File: src/sv/kcd_pkg.sv
`timescale 1ns / 1ps

package kcd_pkg;

    localparam int KEYS_DEFAULT       = 8;
    localparam int PRESS_BITS_DEFAULT = 16;
    localparam int MAX_LANES          = 8;

    localparam int LEVEL_W     = 8;
    localparam int KEY_NUM_W   = 3;
    localparam int KIND_W      = 2;
    localparam int ACTIVE_W    = 4;
    localparam int LONG_W      = 16;
    localparam int RELEASE_W   = 8;
    localparam int TALLY_W     = 2;
    localparam int CFG_INDEX_W = 3;
    localparam int CFG_DATA_W  = 16;

    localparam logic [RELEASE_W-1:0] RELEASE_MAX      = 8'hFF;
    localparam logic [TALLY_W-1:0]   TALLY_MAX        = 2'd3;
    localparam logic [TALLY_W-1:0]   DOUBLE_MIN_TALLY = 2'd2;

    localparam logic [KIND_W-1:0] KIND_CLICK  = 2'd0;
    localparam logic [KIND_W-1:0] KIND_DOUBLE = 2'd1;
    localparam logic [KIND_W-1:0] KIND_LONG   = 2'd2;
    localparam logic [KIND_W-1:0] KIND_UNUSED = 2'd3;

    localparam logic [CFG_INDEX_W-1:0] REG_ACTIVE_KEYS    = 3'd0;
    localparam logic [CFG_INDEX_W-1:0] REG_INITIAL_LEVELS = 3'd1;
    localparam logic [CFG_INDEX_W-1:0] REG_LONG_TICKS     = 3'd2;
    localparam logic [CFG_INDEX_W-1:0] REG_DOUBLE_TICKS   = 3'd3;

    localparam logic [ACTIVE_W-1:0]  ACTIVE_KEYS_RESET  = 4'd0;
    localparam logic [LONG_W-1:0]    LONG_TICKS_RESET   = 16'd100;
    localparam logic [RELEASE_W-1:0] DOUBLE_TICKS_RESET = 8'd30;

    typedef struct packed {
        logic [LONG_W-1:0]    long_ticks;
        logic [RELEASE_W-1:0] double_ticks;
    } lane_cfg_t;

    typedef struct packed {
        logic step;
        logic level;
        logic load;
        logic load_level;
    } lane_ctrl_t;

    typedef struct packed {
        logic              hit;
        logic [KIND_W-1:0] kind;
    } lane_event_t;

endpackage

File: src/sv/kcd_if.sv
`timescale 1ns / 1ps

interface kcd_tick_if;
    logic                       valid;
    logic                       ready;
    logic [kcd_pkg::LEVEL_W-1:0] key_levels;

    modport source (output valid, output key_levels, input ready);
    modport sink   (input valid, input key_levels, output ready);
endinterface

interface kcd_event_if;
    logic                         valid;
    logic                         ready;
    logic [kcd_pkg::KEY_NUM_W-1:0] key_number;
    logic [kcd_pkg::KIND_W-1:0]    event_kind;
    logic                         last_event;

    modport source (output valid, output key_number, output event_kind, output last_event,
                    input ready);
    modport sink   (input valid, input key_number, input event_kind, input last_event,
                    output ready);
endinterface

File: src/sv/kcd_lane.sv
`timescale 1ns / 1ps

module kcd_lane #(
    parameter int PRESS_BITS = kcd_pkg::PRESS_BITS_DEFAULT
) (
    input  logic                 clk,
    input  logic                 rst_n,
    input  kcd_pkg::lane_ctrl_t  ctrl,
    input  kcd_pkg::lane_cfg_t   cfg,
    output kcd_pkg::lane_event_t evt
);
    import kcd_pkg::*;

    localparam int CMP_W = (PRESS_BITS > LONG_W) ? PRESS_BITS : LONG_W;

    logic                  prev_reg, prev_next;
    logic [PRESS_BITS-1:0] press_reg, press_next;
    logic [RELEASE_W-1:0]  release_reg, release_next;
    logic [TALLY_W-1:0]    tally_reg, tally_next;
    logic                  long_reg, long_next;

    logic                  falling, rising;
    logic [PRESS_BITS-1:0] press_base, press_inc;
    logic [RELEASE_W-1:0]  release_base;
    logic                  long_base, long_hit;

    always_comb
    begin
        falling      = prev_reg & ~ctrl.level;
        rising       = ~prev_reg & ctrl.level;
        press_base   = falling ? '0 : press_reg;
        release_base = falling ? '0 : release_reg;
        long_base    = falling ? 1'b0 : long_reg;
        press_inc    = (press_base != '1) ? press_base + 1'b1 : press_base;
        long_hit     = ~ctrl.level && !long_base &&
                       (CMP_W'(press_inc) == CMP_W'(cfg.long_ticks));

        tally_next = tally_reg;
        if (falling)
        begin
            if (release_reg != '0 && release_reg <= cfg.double_ticks)
            begin
                tally_next = (tally_reg != TALLY_MAX) ? tally_reg + 1'b1 : tally_reg;
            end
            else
            begin
                tally_next = 2'd1;
            end
        end

        prev_next    = ctrl.level;
        long_next    = long_base | long_hit;
        press_next   = press_base;
        release_next = release_base;
        evt.hit      = 1'b0;
        evt.kind     = KIND_CLICK;

        if (!ctrl.level)
        begin
            press_next = press_inc;
            if (long_hit)
            begin
                evt.hit  = 1'b1;
                evt.kind = KIND_LONG;
            end
        end
        else if (rising)
        begin
            release_next = '0;
            press_next   = '0;
            if (!long_base)
            begin
                evt.hit  = 1'b1;
                evt.kind = (tally_reg >= DOUBLE_MIN_TALLY) ? KIND_DOUBLE : KIND_CLICK;
            end
        end
        else
        begin
            release_next = (release_base != RELEASE_MAX) ? release_base + 1'b1 : release_base;
        end
    end

    always_ff @(posedge clk or negedge rst_n)
    begin
        if (!rst_n)
        begin
            prev_reg    <= 1'b1;
            press_reg   <= '0;
            release_reg <= '0;
            tally_reg   <= '0;
            long_reg    <= 1'b0;
        end
        else if (ctrl.load)
        begin
            prev_reg <= ctrl.load_level;
        end
        else if (ctrl.step)
        begin
            prev_reg    <= prev_next;
            press_reg   <= press_next;
            release_reg <= release_next;
            tally_reg   <= tally_next;
            long_reg    <= long_next;
        end
    end

endmodule

File: src/sv/kcd_merge.sv
`timescale 1ns / 1ps

module kcd_merge #(
    parameter int LANES = kcd_pkg::MAX_LANES
) (
    input  logic                 clk,
    input  logic                 rst_n,
    input  logic                 load,
    input  kcd_pkg::lane_event_t lane_evt [LANES],
    input  logic [LANES-1:0]     scanned,
    output logic                 ready,
    kcd_event_if.source          events
);
    import kcd_pkg::*;

    logic [LANES-1:0]  pending_reg, pending_next;
    logic [KIND_W-1:0] kind_reg [LANES];
    logic [LANES-1:0]  sel_mask;
    logic              last, fire;

    always_comb
    begin
        sel_mask          = '0;
        events.key_number = '0;
        events.event_kind = KIND_CLICK;
        for (int i = LANES - 1; i >= 0; i--)
        begin
            if (pending_reg[i])
            begin
                sel_mask          = '0;
                sel_mask[i]       = 1'b1;
                events.key_number = KEY_NUM_W'(i);
                events.event_kind = kind_reg[i];
            end
        end
        last              = (pending_reg & (pending_reg - 1'b1)) == '0;
        events.valid      = |pending_reg;
        events.last_event = last;
        fire              = events.valid & events.ready;
        ready             = ~events.valid | (fire & last);

        pending_next = fire ? (pending_reg & ~sel_mask) : pending_reg;
        if (load)
        begin
            for (int i = 0; i < LANES; i++)
            begin
                pending_next[i] = lane_evt[i].hit & scanned[i];
            end
        end
    end

    always_ff @(posedge clk or negedge rst_n)
    begin
        if (!rst_n)
        begin
            pending_reg <= '0;
        end
        else
        begin
            pending_reg <= pending_next;
        end
    end

    always_ff @(posedge clk)
    begin
        if (load)
        begin
            for (int i = 0; i < LANES; i++)
            begin
                kind_reg[i] <= lane_evt[i].kind;
            end
        end
    end

    a_more_pending: assert property (@(posedge clk) disable iff (!rst_n)
        fire && !last && !load |=> events.valid)
        else $error("events ran dry before the last one of the tick");

    a_drained: assert property (@(posedge clk) disable iff (!rst_n)
        fire && last && !load |=> !events.valid)
        else $error("events left over after the last one of the tick");

    a_loaded: assert property (@(posedge clk) disable iff (!rst_n)
        load && ((lane_evt[0].hit && scanned[0]) || (pending_next != '0)) |=> events.valid)
        else $error("a tick with events did not present them");

    a_kind: assert property (@(posedge clk) disable iff (!rst_n)
        events.valid |-> events.event_kind != KIND_UNUSED)
        else $error("event kind out of range");

endmodule

File: src/sv/key_click_double_long_detector.sv
`timescale 1ns / 1ps

// Click, double-click and long-press detector for up to eight active-low keys.
// Each request on the tick channel carries one scan of the key levels; every
// scanned key (the lowest active_keys of them, at most KEYS and at most eight)
// is processed by its own lane in the cycle the request is accepted, and the
// events found are handed to a merging stage that sends them out one per cycle
// while the receiver is ready, in key order, with last_event set on the final
// event of the tick. All events of a tick share the single result port, and
// the next tick is accepted in the cycle its last event is taken. There is no
// clearing pass after reset. Configuration must be written only while the
// block is idle, which the block itself does not enforce; writing
// initial_levels also reloads the stored level of every key.

module key_click_double_long_detector #(
    parameter int KEYS       = kcd_pkg::KEYS_DEFAULT,
    parameter int PRESS_BITS = kcd_pkg::PRESS_BITS_DEFAULT
) (
    input  logic                               clk,
    input  logic                               rst_n,
    kcd_tick_if.sink                           ticks,
    kcd_event_if.source                        events,
    input  logic                               cfg_we,
    input  logic [kcd_pkg::CFG_INDEX_W-1:0]    cfg_index,
    input  logic [kcd_pkg::CFG_DATA_W-1:0]     cfg_data
);
    import kcd_pkg::*;

    // Only eight key levels exist in a tick, so the lane count is capped.
    localparam int LANES = (KEYS < MAX_LANES) ? KEYS : MAX_LANES;

    logic [ACTIVE_W-1:0]  active_keys_reg;
    logic [LONG_W-1:0]    long_ticks_reg;
    logic [RELEASE_W-1:0] double_ticks_reg;

    logic        accept;
    logic        merge_ready;
    logic        level_load;
    lane_cfg_t   lane_cfg;
    lane_ctrl_t  lane_ctrl [LANES];
    lane_event_t lane_evt  [LANES];
    logic [LANES-1:0] scanned;

    // Configuration registers. An unknown index is ignored.
    always_ff @(posedge clk or negedge rst_n)
    begin
        if (!rst_n)
        begin
            active_keys_reg  <= ACTIVE_KEYS_RESET;
            long_ticks_reg   <= LONG_TICKS_RESET;
            double_ticks_reg <= DOUBLE_TICKS_RESET;
        end
        else if (cfg_we)
        begin
            unique case (cfg_index)
                REG_ACTIVE_KEYS:    active_keys_reg  <= cfg_data[ACTIVE_W-1:0];
                REG_LONG_TICKS:     long_ticks_reg   <= cfg_data[LONG_W-1:0];
                REG_DOUBLE_TICKS:   double_ticks_reg <= cfg_data[RELEASE_W-1:0];
                default:            ;
            endcase
        end
    end

    // The initial levels are not kept; a write just reloads every lane.
    assign level_load = cfg_we && (cfg_index == REG_INITIAL_LEVELS);

    // A tick is taken once the previous tick's events are gone or leaving.
    assign ticks.ready = merge_ready;
    assign accept      = ticks.valid & merge_ready;

    assign lane_cfg.long_ticks   = long_ticks_reg;
    assign lane_cfg.double_ticks = double_ticks_reg;

    for (genvar g = 0; g < LANES; g++)
    begin : g_lane
        // Lane g is scanned when active_keys exceeds its index.
        assign scanned[g] = active_keys_reg > ACTIVE_W'(g);

        assign lane_ctrl[g].step       = accept & scanned[g];
        assign lane_ctrl[g].level      = ticks.key_levels[g];
        assign lane_ctrl[g].load       = level_load;
        assign lane_ctrl[g].load_level = cfg_data[g];

        kcd_lane #(
            .PRESS_BITS (PRESS_BITS)
        ) u_lane (
            .clk   (clk),
            .rst_n (rst_n),
            .ctrl  (lane_ctrl[g]),
            .cfg   (lane_cfg),
            .evt   (lane_evt[g])
        );
    end

    // The merging stage holds one tick's events and serializes them.
    kcd_merge #(
        .LANES (LANES)
    ) u_merge (
        .clk      (clk),
        .rst_n    (rst_n),
        .load     (accept),
        .lane_evt (lane_evt),
        .scanned  (scanned),
        .ready    (merge_ready),
        .events   (events)
    );

endmodule
File: src/flat_wrapper.sv
// flat-port wrapper written by rule: the top's interface ports become plain ports
module key_click_double_long_detector_flat import kcd_pkg::*;
#(
    parameter int KEYS       = kcd_pkg::KEYS_DEFAULT,
    parameter int PRESS_BITS = kcd_pkg::PRESS_BITS_DEFAULT
)
  (clk, rst_n, cfg_we, cfg_index, cfg_data, ticks_valid, ticks_key_levels, ticks_ready, events_valid, events_key_number, events_event_kind, events_last_event, events_ready);
  kcd_tick_if ticks_i ();
  kcd_event_if events_i ();
  input  logic clk;
  input  logic rst_n;
  input  logic cfg_we;
  input  logic [kcd_pkg::CFG_INDEX_W-1:0] cfg_index;
  input  logic [kcd_pkg::CFG_DATA_W-1:0] cfg_data;
  input wire logic [$bits(ticks_i.valid)-1:0] ticks_valid;
  input wire logic [$bits(ticks_i.key_levels)-1:0] ticks_key_levels;
  output wire logic [$bits(ticks_i.ready)-1:0] ticks_ready;
  output wire logic [$bits(events_i.valid)-1:0] events_valid;
  output wire logic [$bits(events_i.key_number)-1:0] events_key_number;
  output wire logic [$bits(events_i.event_kind)-1:0] events_event_kind;
  output wire logic [$bits(events_i.last_event)-1:0] events_last_event;
  input wire logic [$bits(events_i.ready)-1:0] events_ready;
  assign ticks_i.valid = ticks_valid;
  assign ticks_i.key_levels = ticks_key_levels;
  assign ticks_ready = ticks_i.ready;
  assign events_valid = events_i.valid;
  assign events_key_number = events_i.key_number;
  assign events_event_kind = events_i.event_kind;
  assign events_last_event = events_i.last_event;
  assign events_i.ready = events_ready;
  key_click_double_long_detector #(.KEYS(KEYS), .PRESS_BITS(PRESS_BITS)) u_core (.clk(clk), .rst_n(rst_n), .ticks(ticks_i), .events(events_i), .cfg_we(cfg_we), .cfg_index(cfg_index), .cfg_data(cfg_data));
endmodule
File: config.mk
export PLATFORM = sky130hd
export DESIGN_NAME = key_click_double_long_detector_flat
export DESIGN_NICKNAME = d
export VERILOG_FILES = /design/src/sv/kcd_pkg.sv /design/src/sv/kcd_if.sv /design/src/sv/kcd_lane.sv /design/src/sv/kcd_merge.sv /design/src/sv/key_click_double_long_detector.sv /design/src/flat_wrapper.sv
export SDC_FILE = /design/constraint.sdc
export NUM_CORES = 1
export LEC_CHECK = 0
export BUFFER_PORTS_ARGS = -buffer_cell sky130_fd_sc_hd__buf_2
export CAP_MARGIN = 20
export CELL_PAD_IN_SITES_DETAIL_PLACEMENT = 1
export CELL_PAD_IN_SITES_GLOBAL_PLACEMENT = 1
export CORE_ASPECT_RATIO = 0.8
export CORE_MARGIN = 4
export CORE_UTILIZATION = 49
export CTS_CLUSTER_DIAMETER = 120
export DETAILED_ROUTE_END_ITERATION = 7
export GPL_TIMING_DRIVEN = 0
export HOLD_SLACK_MARGIN = 0.12
export MAX_ROUTING_LAYER = met4
export PLACE_DENSITY_LB_ADDON = 0.2
export SLEW_MARGIN = 0
export SYNTH_ARGS = -nofsm -noshare
export SYNTH_HDL_FRONTEND = slang
export SYNTH_SLANG_ARGS = --single-unit
File: constraint.sdc
create_clock -name clk -period 4.95 [get_ports clk]
set_clock_uncertainty 0.1 [all_clocks]
set_input_delay 0 -clock clk [delete_from_list [all_inputs] [get_ports clk]]
set_output_delay 0 -clock clk [all_outputs]
set_load 0.01 [all_outputs]
* Yosys cells after proc, flatten, opt, wreduce, memory -nomap -nowiden
Memory sizes are Yosys's and may differ from the RTL's. Index checks and enable logic that the tools add are counted.
Operators by class: $add $sub $neg 25, order comparisons 24, bitwise logic cells 65, equality and inequality tests 43, reduce and logical (&&, ||, !) cells 72, mux-type cells 172
Operators with widths (number):
- $mux W16 | 32
- $mux W8 | 42
- $add A16 B1 Y16 const B | 8
- $eq A16 B16 Y1 | 8
- $ne A16 B16 Y1 const B | 8
- $mux W3 | 40
- $add A8 B1 Y8 const B | 8
- $le A8 B8 Y1 | 8
- $ne A8 B8 Y1 const B | 8
- $reduce_bool A8 Y1 | 8
- $mux W2 | 24
- $and A1 B1 Y1 | 35
- $mux W1 | 34
- $reduce_and A4 Y1 | 8
- $logic_and A1 B1 Y1 | 25
- $reduce_and A2 Y1 | 11
- $not A1 Y1 | 18
- $reduce_bool A2 Y1 | 9
- $add A2 B1 Y2 const B | 8
- $and A8 B8 Y8 | 2
- $ge A2 B2 Y1 const B | 8
- $gt A4 B3 Y1 const B | 4
- $ne A2 B1 Y1 const B | 8
- $ne A2 B2 Y1 const B | 8
- 11 further kinds | 29
Storage, ports and cells: input port bits 32, word-level logic and storage cells 446, flip-flop bits (word level) 260, memories 1, memory bits (writable) 16, output and inout port bits 8
Memories:
- u_core.u_merge.kind_reg | depth 8, width 2, read ports 8, clocked after memory_dff 0, write ports 8, RTL line kcd_merge.sv:17 | logic [KIND_W-1:0] kind_reg [LANES];

* Longest topological paths before layout
depth after elaboration 12, mapped depth 17, mapped depth without buffers 13

* By module
A second synthesis with hierarchy kept.
Unflattened totals: cells, all modules 2957, area total of the unflattened synthesis 23186.0 um2
By module, submodules not included:
- kcd_lane at u_core.g_lane[0].u_lane ... | sequential area each 701.9 um2, cells an instance 346, times used 7, area an instance 2588.7 um2
- kcd_lane at u_core.g_lane[3].u_lane | sequential area each 701.9 um2, cells an instance 343, times used 1, area an instance 2670.1 um2
- key_click_double_long_detector | sequential area each 709.4 um2, cells an instance 84, times used 1, area an instance 1207.4 um2
- kcd_merge | sequential area each 680.7 um2, cells an instance 108, times used 1, area an instance 1187.4 um2

* Least setup slack after synthesis
OpenSTA, ideal clock, no wires.
path type register to register, from register u_core.g_lane[7].u_lane.prev_reg, to register u_core.u_merge.pending_reg[7], path slack 479 ps, library setup time 66 ps, required time 4784 ps, arrival time 4305 ps, period minus slack after synthesis 4471 ps, buffers on the path 5, stages on the path, launching flop included 18, cells stage by stage dfstp_2 -> buf_6 -> nand2b_1 -> clkbuf_1 -> buf_2 -> clkbuf_1 -> and2_1 -> ha_1 -> nand2_1 -> or3_1 -> buf_2 -> nor4_1 -> mux2_2 -> a22o_1 -> or4b_1 -> or4b_4 -> o21ai_2 -> a32o_2
On the way: longest elaborated chain between the ends 10, elaborated cells on any way between the ends 18, those cells by class add/sub: 1; eq/ne: 2; mux: 8; bitwise: 4; reduce/logical: 3
RTL lines:
- start, declared | RTL line kcd_lane.sv:16 | logic prev_reg, prev_next;
- start signal, assigned | RTL line kcd_lane.sv:95 | prev_reg <= ctrl.load_level;
- start signal, assigned | RTL line kcd_lane.sv:99 | prev_reg <= prev_next;
- $and A1 B1 Y1 | RTL line kcd_lane.sv:29 | falling = prev_reg & ~ctrl.level;
- $mux W16 | RTL line kcd_lane.sv:31 | press_base = falling ? '0 : press_reg;
- $add A16 B1 Y16 / $ne A16 B16 Y1 (equally long branches) | RTL line kcd_lane.sv:34 | press_inc = (press_base != '1) ? press_base + 1'b1 : press_base;
- $mux W16 | RTL line kcd_lane.sv:34
- $eq A16 B16 Y1 | RTL line kcd_lane.sv:36 | (CMP_W'(press_inc) == CMP_W'(cfg.long_ticks));
- $logic_and A1 B1 Y1 | RTL line kcd_lane.sv:35 | long_hit = ~ctrl.level && !long_base &&
- $mux W3 | RTL line kcd_lane.sv:61 | if (long_hit)
- $mux W3 (*) | RTL line kcd_lane.sv:58 | if (!ctrl.level)
- $and A1 B1 Y1 (*) | RTL line kcd_merge.sv:47 | pending_next[i] = lane_evt[i].hit & scanned[i];
- $mux W8 (*) | RTL line kcd_merge.sv:43 | if (load)
- end signal, assigned | RTL line kcd_merge.sv:60 | pending_reg <= pending_next;
- end, declared | RTL line kcd_merge.sv:16 | logic [LANES-1:0] pending_reg, pending_next;
Mark *: on every way between the ends. The rest lies on a longest branch, timed or not. A chain may end at the register's enable or synchronous reset.

* Worst setup path in the final report
from register u_core.g_lane[4].u_lane.prev_reg, to register u_core.u_merge.pending_reg[4]
On the way: longest elaborated chain between the ends 10, elaborated cells on any way between the ends 18, those cells by class add/sub: 1; eq/ne: 2; mux: 8; bitwise: 4; reduce/logical: 3
RTL lines (RTL line):
- start, declared | kcd_lane.sv:16
- start signal, assigned | kcd_lane.sv:95
- start signal, assigned | kcd_lane.sv:99
- $and A1 B1 Y1 | kcd_lane.sv:29
- $mux W16 | kcd_lane.sv:31
- $add A16 B1 Y16 / $ne A16 B16 Y1 (equally long branches) | kcd_lane.sv:34
- $mux W16 | kcd_lane.sv:34
- $eq A16 B16 Y1 | kcd_lane.sv:36
- $logic_and A1 B1 Y1 | kcd_lane.sv:35
- $mux W3 | kcd_lane.sv:61
- $mux W3 (*) | kcd_lane.sv:58
- $and A1 B1 Y1 (*) | kcd_merge.sv:47
- $mux W8 (*) | kcd_merge.sv:43
Marked as above.

==> impl_results.md <==
- List of most frequent post-synthesis cells: 344 x nand2_1, 298 x o21ai_0, 245 x dfrtp_1
- Initial antenna violation count: 5
- End point of the critical path: u_core.u_merge.pending_reg[4]
- Worst flop-to-flop path startpoint: u_core.g_lane[4].u_lane.prev_reg
- Switching Share: a little under half
- Crit-path max FO: 10
- Synth area leader: dfrtp_1
- Logic gate share of total power: 48.2%
- CP Launch Point: u_core.g_lane[4].u_lane.prev_reg
- # setup viols final: 0
- F_max: ~210 MHz
- Top_reg_cell synth: dfrtp_1
- Peak VDD IR: roughly 0.25 mV
- Fin. Hold Viols: 0
- Placer Congestion: 0.994
- Clock root cell: clkbuf_16
- Drt drc: 0
- Area growth from synthesis to layout: 13.2%
- Critical Path AT: 5220 ps
- Met1 wire length: 42700 um
- Avg Cell Area, Syn: 7.72 um^2
- Max reg flops: 128
- Met3 routed WL: between 10000 and 15000 um
- Library cells used by synthesis: 101
- Drt pass-1 iters: 8
- Cell Pwr Density: approximately 450 nW/um^2
- Worst r2r path cells: 16
- Post-Layout Inst Area: 26300 um^2
- Status: finished clean
- Post-route ant nets: 0
- CTS max path bufs: 3
- Pint: 0.00613 W
- Core area: 46900 um^2
- Area after DPL: 24400 um^2
- First-pass GRT wire length: 155000 um
- Switching pwr: 0.00559 W
- Mapped Area: between 20000 and 25000 um^2
- WL met2: 43100 um
- Detailed Route Iter0 Violations: roughly 2900
- HPWL Detailed: between 70000 and 80000 um
- Hold WC Path Type: in -> reg
- Post-layout minimum cycle time: 4820 ps
- Worst-Margin Slew: ~1300 ps
- Yosys warns: 0
- Startpoint Class: flip-flop
- Vias: 26297
- Total Die Area: 50900 um^2
- Type of the worst setup path: reg -> reg
- Synth top area cells: dfrtp_1 26%, o21ai_0 6.4%, nand2_1 5.6%, ha_1 5.2%, nor2_1 3.7%
- Die height: 203 um
- Reg2reg setup slack: ~130 ps
- GRT overflow: 0
- Mapped Cells: 3005
- Port bufs: 37
- Share of layout cells above drive strength 1: 8.82%
- Leakage power: 10.2 nW
- CP required: ~5400 ps
- Top sig layer: met4
- Worst reg2reg endpoint: u_core.u_merge.pending_reg[4]
- All-Layer GR Usage: 39.5%
- Drt wl/cell: ~26 um
- Cell Rows: 71
- Async set-or-reset flop fraction in the synthesized netlist: around 94%
- #FFs+latches synth: 276
- Largest net degree at the start of global routing: 72
- Share of the synthesized area in the top cell type: 26.4%
- Via density: 6.93
- Fin nets: 3274
- Initial core utilization: 49.5%
- Endpoint type of the worst setup path: flip-flop
- Period utilization: 97.4%
- Vias in the first global route: roughly 26000
- Total CTS buffers: 35
- CTS tree: done
- Clk network pwr share: 23.2%
- Max_cap viols: 0
- CTS Sinks: 276
- Tot Pwr: roughly 0.012 W
- Max-slew headroom: approximately 14%
- Max H-tree Level: 2
- Final WL: 100000 um
- Post-synth EDFFs: 16
- Fillcell total: 5843
- Final Max Slew Viols: 0
- Sequential power share: between 20% and 30%
- Clk_lat worst skew: 590 ps
- Footprint of the multi-input gates: approximately 15000 um^2
- Seq/Total Area, Yosys: 30.2%
- Syn_nets: 3133
- Top-count cell post-synth: nand2_1
- Io pins: 40
- Reg clk slew, reported paths: 70 ps
- Register Area: 7010 um^2
- Die width: ~250 um
==> cell families after synthesis <==
logic type               count (synthesis)  share of synthesized area [%]
flip-flops                             276                           30.2
multiplexers                            59                           2.72
buffers and inverters                  282                           4.80
AO/OA/AOI/OAI                          843                           22.8
XOR/XNOR                               126                           4.82
adder cells (fa/ha/maj)                 97                           5.22
AND/OR/NAND/NOR                       1322                           29.4
==> worst min path at each step <==
stage                                                       to   startpoint  cells after the start  slack, ps
after detailed placement  u_core.g_lane[7].u_lane.press_reg[6]        rst_n                      1       -120
after global routing                  u_core.long_ticks_reg[1]       cfg_we                      5        210
after global placement                u_core.long_ticks_reg[9]  cfg_data[9]                      3        110
after CTS                     u_core.g_lane[6].u_lane.prev_reg  cfg_data[6]                      4        160
after floorplan                      u_core.active_keys_reg[0]        rst_n                      0       -400
final                                 u_core.long_ticks_reg[1]       cfg_we                      5        200
==> layout make-up <==
class                   instances  area share (%)
multi-input cells            2447            57.9
flip-flops and latches        276            26.7
repair buffers                107            3.79
clock buffers                  43            3.53
well taps                     620            2.95
plain buffers                 183            2.89
inverters                      96            1.37
clock inverters                21           0.843
diodes                          3          0.0286
==> worst max-delay path, cell delays in order, from the launching register on <==
cell and delay [ps]:
dfstp_2 600, nand2b_1 70, buf_2 180, clkbuf_2 220
clkbuf_2 270, and2_1 220, ha_1 270, nand4_1 290
nor4_4 100, buf_4 160, a211oi_1 840, a31o_2 280
a211o_1 140, nand3_1 120, nor4_4 490, o21ai_0 250
nand2_1 140
==> cells in the final DEF (no fill, tap or decap), drive strengths merged, types with 20 or more instances in the layout <==
cell         count
xnor2           84
o41ai           26
clkbuf         181
buf            104
dlygate4sd3     48
a22o            24
nand2          345
nand3          137
a22oi           23
nand2b          28
and3            48
nor2b           35
inv             98
mux2            32
o21a            27
mux2i           27
dfrtp          245
or2             22
a21oi          170
a31oi           59
nor3           141
o31ai           27
nor2           233
and2            40
xor2            41
ha              96
o21ai          315
a21o            20
nand4           91
nor4            65
or4             22
or3             40
==> power by group through the flow <==
| stage | combinational, W | sequential (W) | clock [W] |
|---|---|---|---|
| 2_1_floorplan | 0.00345 | 0.00311 | 0 |
| 3_3_place_gp | 0.00499 | 0.00329 | 0 |
| 3_5_place_dp | 0.00532 | 0.00333 | 0 |
| 4_1_cts | 0.00546 | 0.00330 | 0.00274 |
| 5_1_grt | 0.00608 | 0.00339 | 0.00283 |
| 6_report | 0.00565 | 0.00335 | 0.00272 |
==> per-stage QoR <==
stage / instances / util, % / TNS, ps / hold WS [ps] / setup WS (ps)
6_report: 3796 / 56.0 / 0 / 202 / 128
3_3_place_gp: 3662 / 51.5 / -347130 / 108 / -1410
2_1_floorplan: 3005 / - / 0 / -396 / 479
5_1_grt: 3796 / 56.0 / -11.3 / 206 / -11.3
3_5_place_dp: 3674 / 52.0 / -9290 / -121 / -1070
4_1_cts: 3789 / 55.7 / 0 / 156 / 8.68
==> layer usage <==
metal	track usage, %	vias up
li1	-	11438
met1	54.0	13173
met2	57.8	1398
met3	8.43	288
met4	15.1	0
met5	-	-
==> timing repair <==
| action | in CTS | in global routing |
|---|---|---|
| gates resized for setup | 21 | 16 |
| hold buffers | 49 | 0 |
| endpoints found under the setup margin | 21 | 28 |
| gates cloned | 0 | 0 |
| setup buffers | 3 | 3 |
| pin swaps | 2 | 2 |
| endpoints found under the hold margin | 351 | 0 |
Note: power is estimated with default switching activity, not from simulation.
